==> config.mk <==
export PLATFORM = sky130hd
export DESIGN_NAME = tea_outq
export DESIGN_NICKNAME = d
export VERILOG_FILES = /design/src/rtl/core/tea_pkg.sv /design/src/rtl/core/tea_outq.sv
export SDC_FILE = /design/constraint.sdc
export NUM_CORES = 1
export LEC_CHECK = 0
export BUFFER_PORTS_ARGS = -buffer_cell sky130_fd_sc_hd__buf_4
export CORE_UTILIZATION = 51
export DETAILED_ROUTE_END_ITERATION = 16
export GPL_ROUTABILITY_DRIVEN = 0
export MAX_ROUTING_LAYER = met4
export PLACE_DENSITY = 0.82
export SYNTH_ARGS = -nofsm -noshare
export SYNTH_HDL_FRONTEND = slang
export SYNTH_SLANG_ARGS = --single-unit
==> constraint.sdc <==
create_clock -name clk -period 3.7 [get_ports clk]
set_input_delay 0.37 -clock clk [delete_from_list [all_inputs] [get_ports clk]]
set_output_delay 0.37 -clock clk [all_outputs]
set_load 0.02 [all_outputs]
==> src/rtl/core/tea_pkg.sv <==
// Shared types and constants for the triangle edge adjacency block.
`timescale 1ns / 1ps

package tea_pkg;

  localparam int TBL_AW        = 13;
  localparam int TABLE_ENTRIES = 1 << TBL_AW;
  localparam int MAX_TRIANGLES = 4096;
  localparam int PROBE_LIMIT   = 16;
  localparam int PRB_W         = $clog2(PROBE_LIMIT + 1);

  localparam int TRI_W  = 12;
  localparam int SLOT_W = 2;
  localparam int VTX_W  = 16;
  localparam int KEY_W  = 2 * VTX_W;
  localparam int RNG_W  = 17;  // wide enough to compare against MAX_TRIANGLES

  localparam logic [KEY_W-1:0] HASH_MULT = 32'h9E37_79B1;
  localparam int               HASH_LSB  = 16;

  localparam logic [SLOT_W-1:0] SLOT_NONE = 2'd3;

  localparam logic ACT_EDGE    = 1'b0;
  localparam logic ACT_CLEAR   = 1'b1;
  localparam logic KIND_UPDATE = 1'b0;
  localparam logic KIND_FULL   = 1'b1;

  typedef enum logic [2:0] {
    S_CLEAR,
    S_IDLE,
    S_HASH,
    S_FIRST,
    S_CHECK
  } seq_state_t;

  // Input edge, last field in the lowest bits.
  typedef struct packed {
    logic [VTX_W-1:0]  vb;
    logic [VTX_W-1:0]  va;
    logic [SLOT_W-1:0] slot;
    logic [TRI_W-1:0]  tri_idx;
  } edge_t;

  typedef struct packed {
    logic              valid;
    logic [KEY_W-1:0]  key;
    logic [TRI_W-1:0]  owner_tri;
    logic [SLOT_W-1:0] owner_slot;
  } entry_t;

  typedef struct packed {
    logic              rd_en;
    logic              wr_en;
    logic [TBL_AW-1:0] addr;
    entry_t            wdata;
  } tbl_req_t;

  typedef struct packed {
    logic              kind;
    logic              last;
    logic [TRI_W-1:0]  ntri;
    logic [SLOT_W-1:0] tslot;
    logic [TRI_W-1:0]  ttri;
  } res_t;

  typedef struct packed {
    logic [1:0] n;
    res_t       r0;
    res_t       r1;
  } res_load_t;

endpackage

==> src/rtl/core/tea_outq.sv <==
// Two-entry result queue feeding the output channel.
`timescale 1ns / 1ps

module tea_outq (
  input  logic               clk,
  input  logic               rst_n,
  input  tea_pkg::res_load_t ld,
  output logic               q_empty,
  output logic               out_valid,
  input  logic               out_ready,
  output tea_pkg::res_t      out_res
);
  import tea_pkg::*;

  logic [1:0] cnt_r, cnt_nxt;
  res_t       q0_r, q0_nxt;
  res_t       q1_r, q1_nxt;

  always_ff @(posedge clk) begin
    if (!rst_n) begin
      cnt_r <= '0;
    end else begin
      cnt_r <= cnt_nxt;
    end
    q0_r <= q0_nxt;
    q1_r <= q1_nxt;
  end

  // loads arrive only while empty, so load and pop never coincide
  always_comb begin
    cnt_nxt = cnt_r;
    q0_nxt  = q0_r;
    q1_nxt  = q1_r;
    if (ld.n != 2'd0) begin
      cnt_nxt = ld.n;
      q0_nxt  = ld.r0;
      q1_nxt  = ld.r1;
    end else if (out_valid && out_ready) begin
      cnt_nxt = cnt_r - 1'b1;
      q0_nxt  = q1_r;
    end
  end

  assign q_empty   = (cnt_r == 2'd0);
  assign out_valid = !q_empty;
  assign out_res   = q0_r;

endmodule

# --- Word level (Yosys, flattened, before mapping) ---
# Cells that the tools add are included.
classes:
  add_sub_neg: 1
  n_mux: 4
  reduce_logical: 5
ops:
  columns: ["op", "count"]
  rows:
  - ["$mux 28", 2]
  - ["$mux 2", 2]
  - ["$reduce_bool 2->1", 2]
  - ["$logic_not 2->1", 1]
  - ["$sub 2x1->2 const B", 1]
  - ["$logic_and 1x1->1", 1]
  - ["$logic_not 1->1", 1]
totals:
  register_bits: 58
  wordCells: 21

# --- Logic depth before layout (Yosys ltp) ---
depth:
  depth_word: 5
  ltp_mapped: 5
  ltp_nobuf: 5

# --- Worst setup path after synthesis ---
# OpenSTA, ideal clock, no wires.
synth_timing:
  path_type: "register to register"
  start: "register cnt_r[0]"
  end: "register q0_r (netlist bit out_res[0]), enable pin"
  arrival_ps: 1474
  required_ps: 3315
  path_slack_ps: 1841
  stages_incl_launch_ff: 5
  path_buffers: 0
  cell_sequence: "dfxtp_1 > inv_1 > ha_1 > nand2b_1 > nand2_1"
synth_between:
  elab_chain_cells: 4
synth_lines:
  columns: ["item", "line_no", "rtl"]
  rows:
  - ["from (decl)", "tea_outq.sv:15", "logic [1:0] cnt_r, cnt_nxt;"]
  - ["from (signal assigned)", "tea_outq.sv:23", "cnt_r <= cnt_nxt;"]
  - ["$logic_not 2->1", "tea_outq.sv:44", "assign q_empty = (cnt_r == 2'd0);"]
  - ["named net q_empty", "tea_outq.sv:8", "output logic q_empty,"]
  - ["$logic_not 1->1", "tea_outq.sv:45", "assign out_valid = !q_empty;"]
  - ["$logic_and 1x1->1", "tea_outq.sv:38", "end else if (out_valid && out_ready) begin"]
  - ["$reduce_bool 2->1 (no source line)", null, null]
  - ["to (signal assigned)", "tea_outq.sv:25", "q0_r <= q0_nxt;"]
  - ["to (decl)", "tea_outq.sv:16", "res_t q0_r, q0_nxt;"]
# The timed path passes the listed nets, and every way through them passes these cells.
# A chain may end at the register's enable or synchronous reset.

# --- Worst setup path after layout ---
layout_timing:
  start: "register cnt_r[0]"
  end: "register q0_r (netlist bit out_res[1]), enable pin"
layout_between:
  elab_chain_cells: 4
layout_lines:
  columns: ["item", "line_no"]
  rows:
  - ["$logic_not 2->1", "tea_outq.sv:44"]
  - ["$logic_not 1->1", "tea_outq.sv:45"]
  - ["$logic_and 1x1->1", "tea_outq.sv:38"]
  - ["$reduce_bool 2->1 (no source line)", null]
# No other way between the ends.

==> metrics.txt <==
most frequent cells in the layout=buf_4 (91), edfxtp_1 (56), mux2_4 (28); leading cell type in the layout, fill and taps excluded=buf_4; largest vdd supply drop=0.303 mV; pwr dens=about 530 nW/µm²; slew margin rel.=23.2%; Netlist Area Pre-Place=2270 µm²; CP Class=register to register; fin crit share=55.2%; clock skew=~0.0065 ns; drt pass-1 iters=4; clock sink total=58; Worst EP arrival=around 2.0 ns; Least-Margin Pin Slew=about 1.1 ns; CTS Hold Bufs=0; CTS tree=built; layout cell share with drive strength beyond 1=64.9%; Root Buffer=clkbuf_8; mean post-synth cell area=21.8 µm²; CTS resizes=0; flops & latches, synth=58; Final nets=265; GR Util All Layers=between 10% and 20%; Vias=about 1,300; number of library cell types mapped by synthesis=12; Tot Pwr=1720 µW; fmax=489 MHz; crit end category=register; Die Y=68.7 µm; Initial Util=54.7%; initial antenna violation count=0; Worst Path Required=between 3 and 4 ns; CTS max path bufs=2; Skew-Pair Late Insertion Delay=between 0.3 and 0.4 ns; DRC Markers=0; setup violators final=0; Synth Net Count=166; Final Max Slew Viols=0; Layout area overhead=41.6%; TNS Setup=0 ns; Final Hold Viols=0; Port Buffer Count=90; HP Class=input port to register; status=complete, no violations; sequential share of the synthesized area=75.9%; first-pass GRT wire length=around 5600 µm; final antenna diode count=0; Reg clk slew, reported paths=0.07 ns; final worst path period need=~2.0 ns; Routed Antenna Nets=0; die area=4720 µm²; DRT iter0 DRCs=67; Leak Pwr=approximately 0.0014 µW; Cell Rows=23; RSZ-0062 raised after global routing=false; H-tree Lvls=3; final WL=4180 µm; synthesized instance count=104; largest net degree at the start of global routing=30; CP Launch Type=register; Avg WL per Cell=16.2 µm; vias per cell=4.88; Core Area=4140 µm²; DP HPWL=2980 µm; I/O Pins=91; vias in the first global route=around 1,300; max cap viols=0; worst-path maximum fanout=28; Post-CTS Setup Inserts=0; Ys Warns=0; die width=68.7 µm; GR Overflow Total=0; Num CTS Buffers=9
## metal layers
layer	GRT usage, %	up-vias	share of wire, %
met4	8.16	0	0.77
li1	-	600	-
met3	7.73	4	8.5
met2	33.3	69	56
met1	17.3	585	35
met5	-	-	0
## worst paths after layout
kind | startpoint | endpoint | slack, ns | cells after the start
setup / recovery | cnt_r[0] | out_res[1] | 1.66 | 4
hold / removal | ld[9] | q1_r[9] | 0.22 | 1
setup reg to reg | cnt_r[0] | out_res[1] | 1.66 | 4
hold reg to reg | q1_r[4] | out_res[4] | 0.55 | 1
## report_power, final
| part | internal, µW | switching [µW] |
|---|---|---|
| clock network | 444 | 237 |
| registers | 794 | 18.2 |
| logic | 124 | 100 |
| total | 1360 | 355 |
## critical path: stages, from the launching register on
cell	delay [ns]
dfxtp_1	0.33
inv_1	0.06
ha_1	0.23
nand2b_1	0.19
nand2_1	0.85
## layout make-up
cell class              instances  area, µm²
clock inverters                 6        105
repair buffers                 91        683
multi-input cells              39        498
well taps                      50       62.6
fillers                       236        931
flip-flops and latches         58       1720
inverters                       4       15.0
clock buffers                  10        128
## cells by family (layout without fill, tap and decap cells)
| family | count (synthesis) | count (layout) | synth area share [%] |
|---|---|---|---|
| DFF | 58 | 58 | 75.9 |
| muxes | 28 | 28 | 18.5 |
| and+or+nand+nor | 8 | 8 | 2.10 |
| buffers and inverters | 7 | 111 | 2.15 |
| AOI/OAI and AO/OA | 2 | 2 | 0.772 |
| adders and majority gates | 1 | 1 | 0.551 |
## registers in the layout, summed over array words and instances (netlist names)
name and count:
cnt_r 2, q1_r 28, out_res 28
## Yosys cell counts
cell type	number	area share [%]
nor2_4	1	0.50
nand2b_1	1	0.28
dfxtp_1	2	1.8
ha_1	1	0.55
buf_6	3	1.5
edfxtp_1	56	74
nor3_1	4	0.88
mux2_4	28	19
nand2_1	1	0.17
inv_1	4	0.66
nor2b_1	1	0.28
o31a_1	2	0.77
## metrics by stage
step | worst slack [ns] | util [%] | cells | hold WS, ns | instance area (µm²)
2_1_floorplan | 1.84 | - | 104 | 0.469 | 2270
3_3_place_gp | 1.62 | 71.9 | 242 | 0.528 | 2980
3_5_place_dp | 1.54 | 71.9 | 242 | 0.535 | 2980
4_1_cts | 1.62 | 77.5 | 258 | 0.204 | 3210
5_1_grt | 1.48 | 77.5 | 258 | 0.194 | 3210
6_report | 1.66 | 77.5 | 258 | 0.222 | 3210
No activity file was read; power rests on OpenSTA's default activity.
