===== src/rtl/core/tea_pkg.sv =====
// Shared types and constants for the triangle edge adjacency block.
`timescale 1ns / 1ps

package tea_pkg;

  localparam int TBL_AW        = 13;
  localparam int TABLE_ENTRIES = 1 << TBL_AW;
  localparam int MAX_TRIANGLES = 4096;
  localparam int PROBE_LIMIT   = 16;
  localparam int PRB_W         = $clog2(PROBE_LIMIT + 1);

  localparam int TRI_W  = 12;
  localparam int SLOT_W = 2;
  localparam int VTX_W  = 16;
  localparam int KEY_W  = 2 * VTX_W;
  localparam int RNG_W  = 17;  // wide enough to compare against MAX_TRIANGLES

  localparam logic [KEY_W-1:0] HASH_MULT = 32'h9E37_79B1;
  localparam int               HASH_LSB  = 16;

  localparam logic [SLOT_W-1:0] SLOT_NONE = 2'd3;

  localparam logic ACT_EDGE    = 1'b0;
  localparam logic ACT_CLEAR   = 1'b1;
  localparam logic KIND_UPDATE = 1'b0;
  localparam logic KIND_FULL   = 1'b1;

  typedef enum logic [2:0] {
    S_CLEAR,
    S_IDLE,
    S_HASH,
    S_FIRST,
    S_CHECK
  } seq_state_t;

  // Input edge, last field in the lowest bits.
  typedef struct packed {
    logic [VTX_W-1:0]  vb;
    logic [VTX_W-1:0]  va;
    logic [SLOT_W-1:0] slot;
    logic [TRI_W-1:0]  tri_idx;
  } edge_t;

  typedef struct packed {
    logic              valid;
    logic [KEY_W-1:0]  key;
    logic [TRI_W-1:0]  owner_tri;
    logic [SLOT_W-1:0] owner_slot;
  } entry_t;

  typedef struct packed {
    logic              rd_en;
    logic              wr_en;
    logic [TBL_AW-1:0] addr;
    entry_t            wdata;
  } tbl_req_t;

  typedef struct packed {
    logic              kind;
    logic              last;
    logic [TRI_W-1:0]  ntri;
    logic [SLOT_W-1:0] tslot;
    logic [TRI_W-1:0]  ttri;
  } res_t;

  typedef struct packed {
    logic [1:0] n;
    res_t       r0;
    res_t       r1;
  } res_load_t;

endpackage


===== src/rtl/core/tea_seq.sv =====
// Probe sequencer: key ordering, hash, linear probe loop and table sweep.
`timescale 1ns / 1ps

module tea_seq (
  input  logic               clk,
  input  logic               rst_n,
  input  logic               in_valid,
  output logic               in_ready,
  input  logic               in_action,
  input  tea_pkg::edge_t     in_edge,
  input  logic               q_empty,
  output tea_pkg::res_load_t ld,
  output tea_pkg::tbl_req_t  req,
  input  tea_pkg::entry_t    rd_data
);
  import tea_pkg::*;

  seq_state_t        state_r, state_nxt;
  logic [TBL_AW-1:0] addr_r, addr_nxt;
  logic [PRB_W-1:0]  probe_r, probe_nxt;
  logic [KEY_W-1:0]  key_r, key_nxt;
  logic [TRI_W-1:0]  tri_r, tri_nxt;
  logic [SLOT_W-1:0] slot_r, slot_nxt;

  logic [KEY_W-1:0]  prod;
  logic [KEY_W-1:0]  ord_key;
  logic              first_ok, second_ok;
  res_t              res_a, res_b, res_full;

  assign prod    = key_r * HASH_MULT;
  assign ord_key = (in_edge.va < in_edge.vb) ? {in_edge.va, in_edge.vb}
                                             : {in_edge.vb, in_edge.va};

  assign first_ok  = (slot_r != SLOT_NONE);
  assign second_ok = (rd_data.owner_slot != SLOT_NONE);

  always_comb begin
    res_a       = '0;
    res_a.kind  = KIND_UPDATE;
    res_a.last  = !second_ok;
    res_a.ttri  = tri_r;
    res_a.tslot = slot_r;
    res_a.ntri  = rd_data.owner_tri;

    res_b       = '0;
    res_b.kind  = KIND_UPDATE;
    res_b.last  = 1'b1;
    res_b.ttri  = rd_data.owner_tri;
    res_b.tslot = rd_data.owner_slot;
    res_b.ntri  = tri_r;

    res_full       = '0;
    res_full.kind  = KIND_FULL;
    res_full.last  = 1'b1;
    res_full.ttri  = tri_r;
    res_full.tslot = slot_r;
  end

  always_ff @(posedge clk) begin
    if (!rst_n) begin
      state_r <= S_CLEAR;
      addr_r  <= '0;
      probe_r <= '0;
    end else begin
      state_r <= state_nxt;
      addr_r  <= addr_nxt;
      probe_r <= probe_nxt;
    end
    key_r  <= key_nxt;
    tri_r  <= tri_nxt;
    slot_r <= slot_nxt;
  end

  always_comb begin
    state_nxt = state_r;
    addr_nxt  = addr_r;
    probe_nxt = probe_r;
    key_nxt   = key_r;
    tri_nxt   = tri_r;
    slot_nxt  = slot_r;
    in_ready  = 1'b0;
    ld        = '0;
    req       = '0;
    req.addr  = addr_r;

    unique case (state_r)
      S_CLEAR: begin
        req.wr_en = 1'b1;
        addr_nxt  = addr_r + 1'b1;
        if (addr_r == {TBL_AW{1'b1}}) begin
          state_nxt = S_IDLE;
        end
      end
      S_IDLE: begin
        in_ready = 1'b1;
        if (in_valid) begin
          key_nxt  = ord_key;
          tri_nxt  = in_edge.tri_idx;
          slot_nxt = in_edge.slot;
          if (in_action == ACT_CLEAR) begin
            addr_nxt  = '0;
            state_nxt = S_CLEAR;
          end else if (RNG_W'(in_edge.tri_idx) < RNG_W'(MAX_TRIANGLES)) begin
            state_nxt = S_HASH;
          end
        end
      end
      S_HASH: begin
        addr_nxt  = prod[HASH_LSB +: TBL_AW];
        state_nxt = S_FIRST;
      end
      S_FIRST: begin
        req.rd_en = 1'b1;
        probe_nxt = '0;
        state_nxt = S_CHECK;
      end
      S_CHECK: begin
        if (!rd_data.valid) begin
          // free entry: claim it for this edge
          req.wr_en            = 1'b1;
          req.wdata.valid      = 1'b1;
          req.wdata.key        = key_r;
          req.wdata.owner_tri  = tri_r;
          req.wdata.owner_slot = slot_r;
          state_nxt            = S_IDLE;
        end else if (rd_data.key == key_r) begin
          if (!first_ok && !second_ok) begin
            state_nxt = S_IDLE;
          end else if (q_empty) begin
            ld.n      = 2'(first_ok) + 2'(second_ok);
            ld.r0     = first_ok ? res_a : res_b;
            ld.r1     = res_b;
            state_nxt = S_IDLE;
          end
        end else if (probe_r == PRB_W'(PROBE_LIMIT - 1)) begin
          if (q_empty) begin
            ld.n      = 2'd1;
            ld.r0     = res_full;
            state_nxt = S_IDLE;
          end
        end else begin
          // collision: read the next entry in the same cycle
          addr_nxt  = addr_r + 1'b1;
          probe_nxt = probe_r + 1'b1;
          req.rd_en = 1'b1;
          req.addr  = addr_r + 1'b1;
        end
      end
      default: state_nxt = S_CLEAR;
    endcase
  end

endmodule


===== config.mk =====
export PLATFORM = sky130hd
export DESIGN_NAME = tea_seq
export DESIGN_NICKNAME = d
export VERILOG_FILES = /design/src/rtl/core/tea_pkg.sv /design/src/rtl/core/tea_seq.sv
export SDC_FILE = /design/constraint.sdc
export NUM_CORES = 1
export LEC_CHECK = 0
export BUFFER_PORTS_ARGS = -buffer_cell sky130_fd_sc_hd__buf_2
export CAP_MARGIN = 15
export CORE_MARGIN = 2
export CORE_UTILIZATION = 30
export CTS_BUF_LIST = sky130_fd_sc_hd__clkbuf_2
export DETAILED_ROUTE_END_ITERATION = 16
export PLACE_DENSITY_LB_ADDON = 0.12
export SLEW_MARGIN = 20
export SYNTH_ARGS = -nofsm -noshare
export SYNTH_HDL_FRONTEND = slang
export SYNTH_SLANG_ARGS = --single-unit
export TNS_END_PERCENT = 5

===== constraint.sdc =====
create_clock -name clk -period 9.3 [get_ports clk]
set_clock_uncertainty 0.1 [all_clocks]
set_input_delay 0.93 -clock clk [delete_from_list [all_inputs] [get_ports clk]]
set_output_delay 0.93 -clock clk [all_outputs]
set_load 0.05 [all_outputs]

* After elaboration in Yosys (flattened, before gate mapping)
Cells that the tools add are included.
** Word-level totals
- Flip-flop bits (word level) :: 67
- Latch bits :: 0
- Bits in writable memories :: 0
- Memory bits (read-only) :: 0
- Bits of input ports :: 98
- Word-level logic and storage cells :: 75
- Memories :: 0
** Operators by class
- Add/subtract/negate cells :: 3
- Multipliers :: 1
- Div/mod/pow operators :: 0
- Magnitude comparators :: 1
- Equality and inequality tests :: 16
- Shift-type cells :: 0
- Mux-type cells :: 38
- Bitwise logic cells :: 0
- Reduce and logical (&&, ||, !) cells :: 10
** Operator list (number)
- two-way mux 58 bit :: 4
- two-way mux 13 bit :: 5
- two-way mux 60 bit :: 1
- two-way mux 29 bit :: 2
- case mux 13 bit (4 select lines) :: 1
- two-way mux 47 bit :: 1
- equality test 32 bit :: 1
- multiplier 32 x 32 -> 29 bit (second input constant) :: 1
- two-way mux 32 bit :: 1
- two-way mux 30 bit :: 1
- two-way mux 28 bit :: 1
- two-way mux 27 bit :: 1
- two-way mux 3 bit :: 7
- less-than comparator 16 bit :: 1
- inequality test 2 bit (second input constant) :: 8
- two-way mux 5 bit :: 3
- case mux 3 bit (5 select lines) :: 1
- adder 13 x 1 -> 13 bit (second input constant) :: 1
- equality test 13 bit (second input constant) :: 1
- case mux 5 bit (2 select lines) :: 1
- equality test 3 x 2 -> 1 bit (second input constant) :: 2
- AND reduction 3 bit :: 2
- adder 5 x 1 -> 5 bit (second input constant) :: 1
- equality test 5 x 4 -> 1 bit (second input constant) :: 1
- 14 further kinds :: 20

* Longest topological paths before layout
Gate-level depths: netlist of run 1.
- Depth in word-level cells :: 8
- Gate-level depth with buffers :: 25
- Mapped depth without buffers :: 25

* Least setup slack after synthesis of run 1
No wires, ideal clock.
- Kind :: register to register
- Start point :: register key_r[9]
- End point :: register addr_r[11]
- Setup time :: 65 ps
- Arrival time :: 6570 ps
- Setup slack :: 2565 ps
- Stages on the path, launching flop included :: 24
- Period minus slack after synthesis :: 6735 ps
- Cell sequence :: edfxtp_1 -> inv_1 -> fa_1 -> inv_1 -> fa_1 -> inv_1 -> fa_1 -> fa_1 -> inv_1 -> fa_1 -> fa_1 -> fa_1 -> inv_1 -> fa_1 -> inv_1 -> ha_1 -> a21oi_1 -> nand2_1 -> a221oi_1 -> nor2b_1 -> or3_1 -> and3_1 -> o32a_1 -> nor2_1
** On the way
- Cells in the longest elaborated chain, start to end :: 4
** RTL lines
- from (decl) :: RTL line tea_seq.sv:21 : logic [KEY_W-1:0] key_r, key_nxt;
- from (signal assigned) :: RTL line tea_seq.sv:69 : key_r <= key_nxt;
- branches (longest 3 deep; another with multiplier 32 x 32 -> 29 bit)
- case mux 13 bit (4 select lines) * :: RTL line tea_seq.sv:86 : unique case (state_r)
- to (signal assigned) :: RTL line tea_seq.sv:66 : addr_r <= addr_nxt;
- to (decl) :: RTL line tea_seq.sv:19 : logic [TBL_AW-1:0] addr_r, addr_nxt;
Every way passes the cells marked *.
A chain may end at the register's enable or synchronous reset.

* Worst setup path after layout of run 1
- Start point :: register key_r[12]
- End point :: register addr_r[11]
The elaborated chain is that of the path after synthesis.

==> flow_summary.ini, run 1 <==
[outcome]
outcome = completed

[global_routing]
gr-total-overflow = 0
grt_max_degree = 80
antenna_found_initial = 19
grt.total_usage = 0.203
grt_pass1_wl_um = 71800
first_global_vias = 11912

[clock_network]
cts_tree = done
max-clock-path-buffers = 2
ctsHtreeMaxLevel = 3
clk_pin_slew_ns = 0.28
cts.sinks = 67
ctsHoldBuffers = 0
clk_latency_ns = 0.67
numCtsBuffers = 9
post_cts_resized = 0
cts-root-buf = clkbuf_2
cts_setup_buffers = 0

[worst_hold_path]
hp-class = primary input to flop

[drt]
antenna_left = 0
vias = 11517
vias_per_cell = 4.93
drtPass1Iterations = 5
drt_wl_total_um = 46200
remaining_drc_errors = 0
wl_per_cell_um = 19.8
drtIter0Drc = 638

[timing]
fin_hold_ws_ns = 0.318
worstMarginPinSlew_ns = 1.05
fin_setup_tns_ns = 0
fmax_ghz = 0.136
rsz0062_at_grt = false
hold_viol = 0
finalMaxSlewViolations = 0
slew_headroom = 0.296
period_needed_ns = 7.36
finalCritPeriodShare = 0.791
finalSetupViolations = 0

[synthesis]
yosysWarnings = 0
seq_area_frac_synth = 0.134
synth-async-reset-ratio = 0
ys_seq_elements = 67
syn_area_per_cell_um2 = 8.62
ys.flop_type = edfxtp_1
ys_types = 59
synth-edff-count = 46
syn-instance-count = 1562
synth_top_area_cell = fa_1
synth_fp_nets = 2010
yosys-top-cells-area = fa_1 23%, ha_1 18%, inv_1 11%
synth_area_um2 = 13500
yosys.area.top_type_share = 0.234

[floorplan]
start_util = 0.304
die_h_um = 216
io_pins = 219
placementRows = 77
fp.coreArea_um2 = 44200
floorplan.die_area_um2 = 46600
die_x_um = 216

[power_and_ir_drop]
powerDensity_nw_per_um2 = 44.3
power.internal_mw = 0.422
leakage_nw = 7.77
peakVddDrop_uv = 93.5
p_seq_frac = 0.483
p_sw_mw = 0.253
clock_power_share = 0.256
p_sw_frac = 0.375
comb_power_share = 0.262

[setup_path]
cp-end-kind = flop
crit_type = flop to flop
start_kind = flop
crit_path_max_fanout = 7
crit_required_ns = 9.76
arrival_ns = 7.82

[cells_and_area]
drive_gt1_frac = 0.149
area_growth_pct = 13.2
post-route-util = 0.345
fin_nets = 2176

[flow_run]
drv_cap = 0

[place]
dp_hpwl_um = 38100
placement.io_buffers = 217
gp_congestion = 0.876
-- critical path, cell delays in order (launching register included) --
cell and delay (ns):
edfxtp_1 0.67, inv_1 0.34, fa_1 0.57, inv_1 0.05
fa_1 0.50, inv_1 0.05, fa_1 0.45, fa_1 0.51
inv_1 0.05, fa_1 0.55, fa_1 0.43, fa_1 0.49
inv_1 0.05, fa_1 0.47, inv_1 0.04, ha_1 0.31
nand4_1 0.13, inv_1 0.05, a221oi_1 0.33, nor2b_1 0.13
or3_1 0.40, and3_1 0.18, o32a_1 0.32, nor2_1 0.07
-- cells by family (layout without fill, tap and decap cells) --
kind of cell / after synthesis / after routing / share of synthesized area
multiplexers: 5 / 5 / 0.00391
AO/OA/AOI/OAI: 240 / 240 / 0.125
adder cells (fa/ha/maj): 350 / 350 / 0.413
AND/OR/NAND/NOR: 364 / 364 / 0.142
other: 1 / 11 / 0.000279
flip-flops: 67 / 67 / 0.134
buffers and inverters: 450 / 621 / 0.127
XOR/XNOR: 85 / 85 / 0.0553
-- state kept, by name (all words and copies together), names as in the netlist --
name	flops
key_r	32
tri_r	12
addr_r	13
probe_r	5
state_r	3
slot_r	2
-- cells in the final DEF, fill, tap and decap left out, types with 30 or more instances in the layout --
cell	count
inv_1	377
buf_2	217
ha_1	192
fa_1	157
xnor2_1	72
nand2_1	70
nand3_1	54
nor3_1	46
edfxtp_1	46
nand4_1	44
o21ai_0	44
nor2_1	40
a21oi_1	40
a31oi_1	40
and2_1	30
a22o_1	30
-- power groups by stage --
stage | sequential, mW | combinational (mW) | clock, mW
2_1_floorplan | 0.331 | 0.110 | 0
3_3_place_gp | 0.332 | 0.174 | 0
3_5_place_dp | 0.332 | 0.174 | 0
4_1_cts | 0.326 | 0.175 | 0.187
5_1_grt | 0.326 | 0.196 | 0.194
6_report | 0.326 | 0.177 | 0.173
-- cell usage after synthesis (all sizes together) (2+ instances only) --
cell and number:
mux2 2, nor3 47, mux2i 3, and3 29
a2111o 15, nand4 44, nor4 3, nand3b 2
o31ai 17, clkbuf 61, dfxtp 21, o21a 6
xor2 13, nor2b 3, nand4b 2, ha 193
nand2 70, nor3b 17, edfxtp 46, a22o 30
o22ai 2, a21o 10, o211ai 2, nand3 54
o221a 2, o41ai 2, a211oi 7, buf 12
a31oi 41, and2 30, xnor2 72, a21boi 5
fa 157, or3 11, inv 377, a21oi 41
o21ai 49, nand2b 8, a221oi 4, nor2 41
-- final timing paths --
path	cells after the start	end	slack (ns)	startpoint
max	23	addr_r[11]$_SDFFE_PN0P_	1.94	key_r[12]$_DFFE_PP_
min	1	tri_r[1]$_DFFE_PP_	0.32	in_edge[1]
max reg2reg	23	addr_r[11]$_SDFFE_PN0P_	1.94	key_r[12]$_DFFE_PP_
min reg2reg	2	probe_r[3]$_SDFFE_PN0P_	0.40	probe_r[3]$_SDFFE_PN0P_
-- per-layer routing --
metal,vias to the layer above,part of all wire,wire length (um),GRT usage
li1,5505,-,-,-
met1,5703,0.46,21400,0.275
met2,246,0.47,21800,0.337
met3,43,0.050,2300,0.0417
met4,20,0.012,539,0.0340
met5,-,0.0027,127,0
-- stage by stage --
| stage | area, um^2 | instances | power, mW | setup WS [ns] |
|---|---|---|---|---|
| final | 15200 | 2335 | 0.675 | 1.94 |
| after global routing | 15200 | 2329 | 0.716 | 1.56 |
| after CTS | 15200 | 2323 | 0.688 | 1.88 |
| after detailed placement | 15100 | 2307 | 0.506 | 2.01 |
| after global placement | 15100 | 2307 | 0.506 | 2.07 |
| after floorplan | 13500 | 1562 | 0.441 | 2.56 |
-- area by class of cell --
type | instances | area, um^2
antenna | 10 | 25.0
sequential | 67 | 1800
fill | 4722 | 29000
clock inverter | 7 | 43.8
inverter | 377 | 1420
multi-input combinational | 1045 | 9990
tap | 592 | 741
timing repair buffer | 228 | 1180
clock buffer | 9 | 45.0
Power figures use the tool's default switching activity.
==> run 2: changes to the inputs <==
- ABC_AREA: not set -> 1
- clock period: 9.3 -> 6.95 ns (I/O delays scaled with it)
==> flow_summary.ini, run 2 <==
[outcome]
outcome = completed

[cells_and_area]
final_cell_mix = 495 x inv_1, 259 x nand2_1, 217 x buf_2
post-route-util = 0.348
drive_gt1_frac = 0.166
design_area_um2 = 15300
final_common_cell = inv_1
reg_top3 = key_r x32, addr_r x13, tri_r x12
area_growth_pct = 15.1
layout.cells.non_filler = 2554
fin_nets = 2404
top_register = key_r
largest_reg_flops = 32

[synthesis]
synth_area_um2 = 13300
yosys.area.top_type_share = 0.236
ys_types = 56
synth-async-reset-ratio = 0
ys_seq_elements = 67
synth_commonest_cells = 495 x inv_1, 260 x nand2_1, 193 x ha_1, 157 x fa_1, 144 x nor2_1
synth_fp_nets = 2178
yosysWarnings = 0
syn_area_per_cell_um2 = 7.69
synth_top_area_cell = fa_1
ys.flop_type = edfxtp_1
yosysMostFrequentCell = inv_1
yosys-top-cells-area = fa_1 24%, ha_1 18%, inv_1 14%
synth-edff-count = 46
seq_area_frac_synth = 0.135
syn-instance-count = 1730

[drt]
vias_per_cell = 4.53
drtIter0Drc = 687
wl_per_cell_um = 17.5
drtPass1Iterations = 5
remaining_drc_errors = 0
antenna_left = 0
vias = 11568
drt_wl_total_um = 44800

[timing]
hold_viol = 0
rsz0062_at_grt = true
fin_hold_ws_ns = 0.146
finalCritPeriodShare = 0.951
slew_headroom = 0.354
finalMaxSlewViolations = 0
fmax_ghz = 0.151
period_needed_ns = 6.61
worstMarginPinSlew_ns = 0.965
finalSetupViolations = 0

[worst_hold_path]
hp-start = in_edge[7]
min_path_cells = 1
min_to = tri_r[7]$_DFFE_PP_
hp-class = primary input to flop

[flow_run]
drv_cap = 0

[power_and_ir_drop]
power.total_mw = 0.851
p_sw_frac = 0.328
comb_power_share = 0.165
powerDensity_nw_per_um2 = 55.5
p_sw_mw = 0.279
p_seq_frac = 0.511
peakVddDrop_uv = 51.6
leakage_nw = 8.56
clock_power_share = 0.325
power.internal_mw = 0.572

[clock_network]
cts.sinks = 67
ctsHtreeMaxLevel = 3
clk_latency_ns = 0.62
max-clock-path-buffers = 2
cts-root-buf = clkbuf_2
clk_pin_slew_ns = 0.25
ctsHoldBuffers = 0
numCtsBuffers = 9
cts_tree = done

[global_routing]
first_global_vias = 11840
grt_pass1_wl_um = 68700
antenna_found_initial = 5
grt.total_usage = 0.197
grt_max_degree = 65
gr-total-overflow = 0

[floorplan]
fp.coreArea_um2 = 44000
start_util = 0.302
placementRows = 77
io_pins = 219
die_x_um = 215
die_h_um = 215
floorplan.die_area_um2 = 46100

[setup_path]
crit_type = flop to flop
cp-end-kind = flop
start_kind = flop
arrival_ns = 7.03
r2r-end = addr_r[12]$_SDFFE_PN0P_
reg2regPathDepth = 26
crit_path_max_fanout = 5
reg2reg_from = key_r[11]$_DFFE_PP_
crit_required_ns = 7.37
rrSetupSlack_ns = 0.34

[place]
place_inst = 2537
placement.io_buffers = 217
dp_hpwl_um = 38200
place_area_um2 = 15200
gp_congestion = 0.869
-- run 2: how the worst max path moves through the flow --
stage	start	endpoint	slack [ns]
after CTS	key_r[11]$_DFFE_PP_	addr_r[12]$_SDFFE_PN0P_	0.30
after detailed placement	key_r[11]$_DFFE_PP_	addr_r[12]$_SDFFE_PN0P_	0.33
final	key_r[11]$_DFFE_PP_	addr_r[12]$_SDFFE_PN0P_	0.34
after floorplan	key_r[10]$_DFFE_PP_	addr_r[12]$_SDFFE_PN0P_	0.66
after global routing	key_r[10]$_DFFE_PP_	addr_r[10]$_SDFFE_PN0P_	-0.04
after global placement	key_r[11]$_DFFE_PP_	addr_r[12]$_SDFFE_PN0P_	0.40
-- run 2: metal layers --
| layer | global-route usage | vias to the layer above | part of all wire |
|---|---|---|---|
| met1 | 0.270 | 5493 | 0.47 |
| met2 | 0.330 | 280 | 0.46 |
| met4 | 0.0400 | 8 | 0.015 |
| met5 | 0 | - | 0.0010 |
| met3 | 0.0301 | 37 | 0.048 |
| li1 | - | 5750 | - |
-- run 2: repair_timing --
action	CTS	global route
setup buffers	0	0
setup endpoints to repair	0	4
hold endpoints to repair	0	0
gates resized for setup	0	1
-- run 2: logic make-up after synthesis --
kind of cell / after synthesis / share of synthesized area
buf+inv: 541 / 0.156
flops: 67 / 0.135
other cells: 1 / 0.000282
fa+ha+maj: 350 / 0.418
simple gates: 541 / 0.177
compound gates: 197 / 0.0925
xor+xnor: 33 / 0.0217
-- run 2: cell type report --
class	count	area, um^2
Fill cell	4789	28700
Tap cell	592	741
Timing Repair Buffer	245	1300
Antenna cell	1	2.50
Inverter	511	1920
Clock buffer	10	50.0
Multi-Input combinational cell	1122	9450
Sequential cell	67	1800
Clock inverter	6	63.8
-- run 2: worst max-delay path, cell delays in order (launching register included) --
cell and delay (ns):
edfxtp_1 0.43, inv_1 0.37, fa_1 0.49, inv_1 0.08, fa_1 0.41, inv_1 0.08, fa_1 0.43, fa_1 0.51
inv_1 0.05, fa_1 0.55, fa_1 0.43, fa_1 0.49, inv_1 0.05, fa_1 0.47, inv_1 0.04, ha_1 0.34
a21o_1 0.19, o21bai_1 0.16, a21oi_1 0.12, nand3_1 0.14, a21oi_1 0.22, inv_1 0.06, nand2_1 0.06, nand3_1 0.06
nand2_1 0.06, nand2_1 0.04, a21oi_1 0.11
-- run 2: power groups by stage --
stage	combinational, mW	clock, mW	sequential, mW
after floorplan	0.0814	0	0.442
after global placement	0.140	0	0.443
after detailed placement	0.141	0	0.443
after CTS	0.141	0.287	0.435
after global routing	0.159	0.299	0.435
final	0.140	0.276	0.435
-- run 2: per-stage QoR --
stage | setup slack [ns] | setup TNS [ns]
after floorplan | 0.662 | 0
after global placement | 0.396 | 0
after detailed placement | 0.333 | 0
after CTS | 0.299 | 0
after global routing | -0.0352 | -0.0817
final | 0.338 | 0
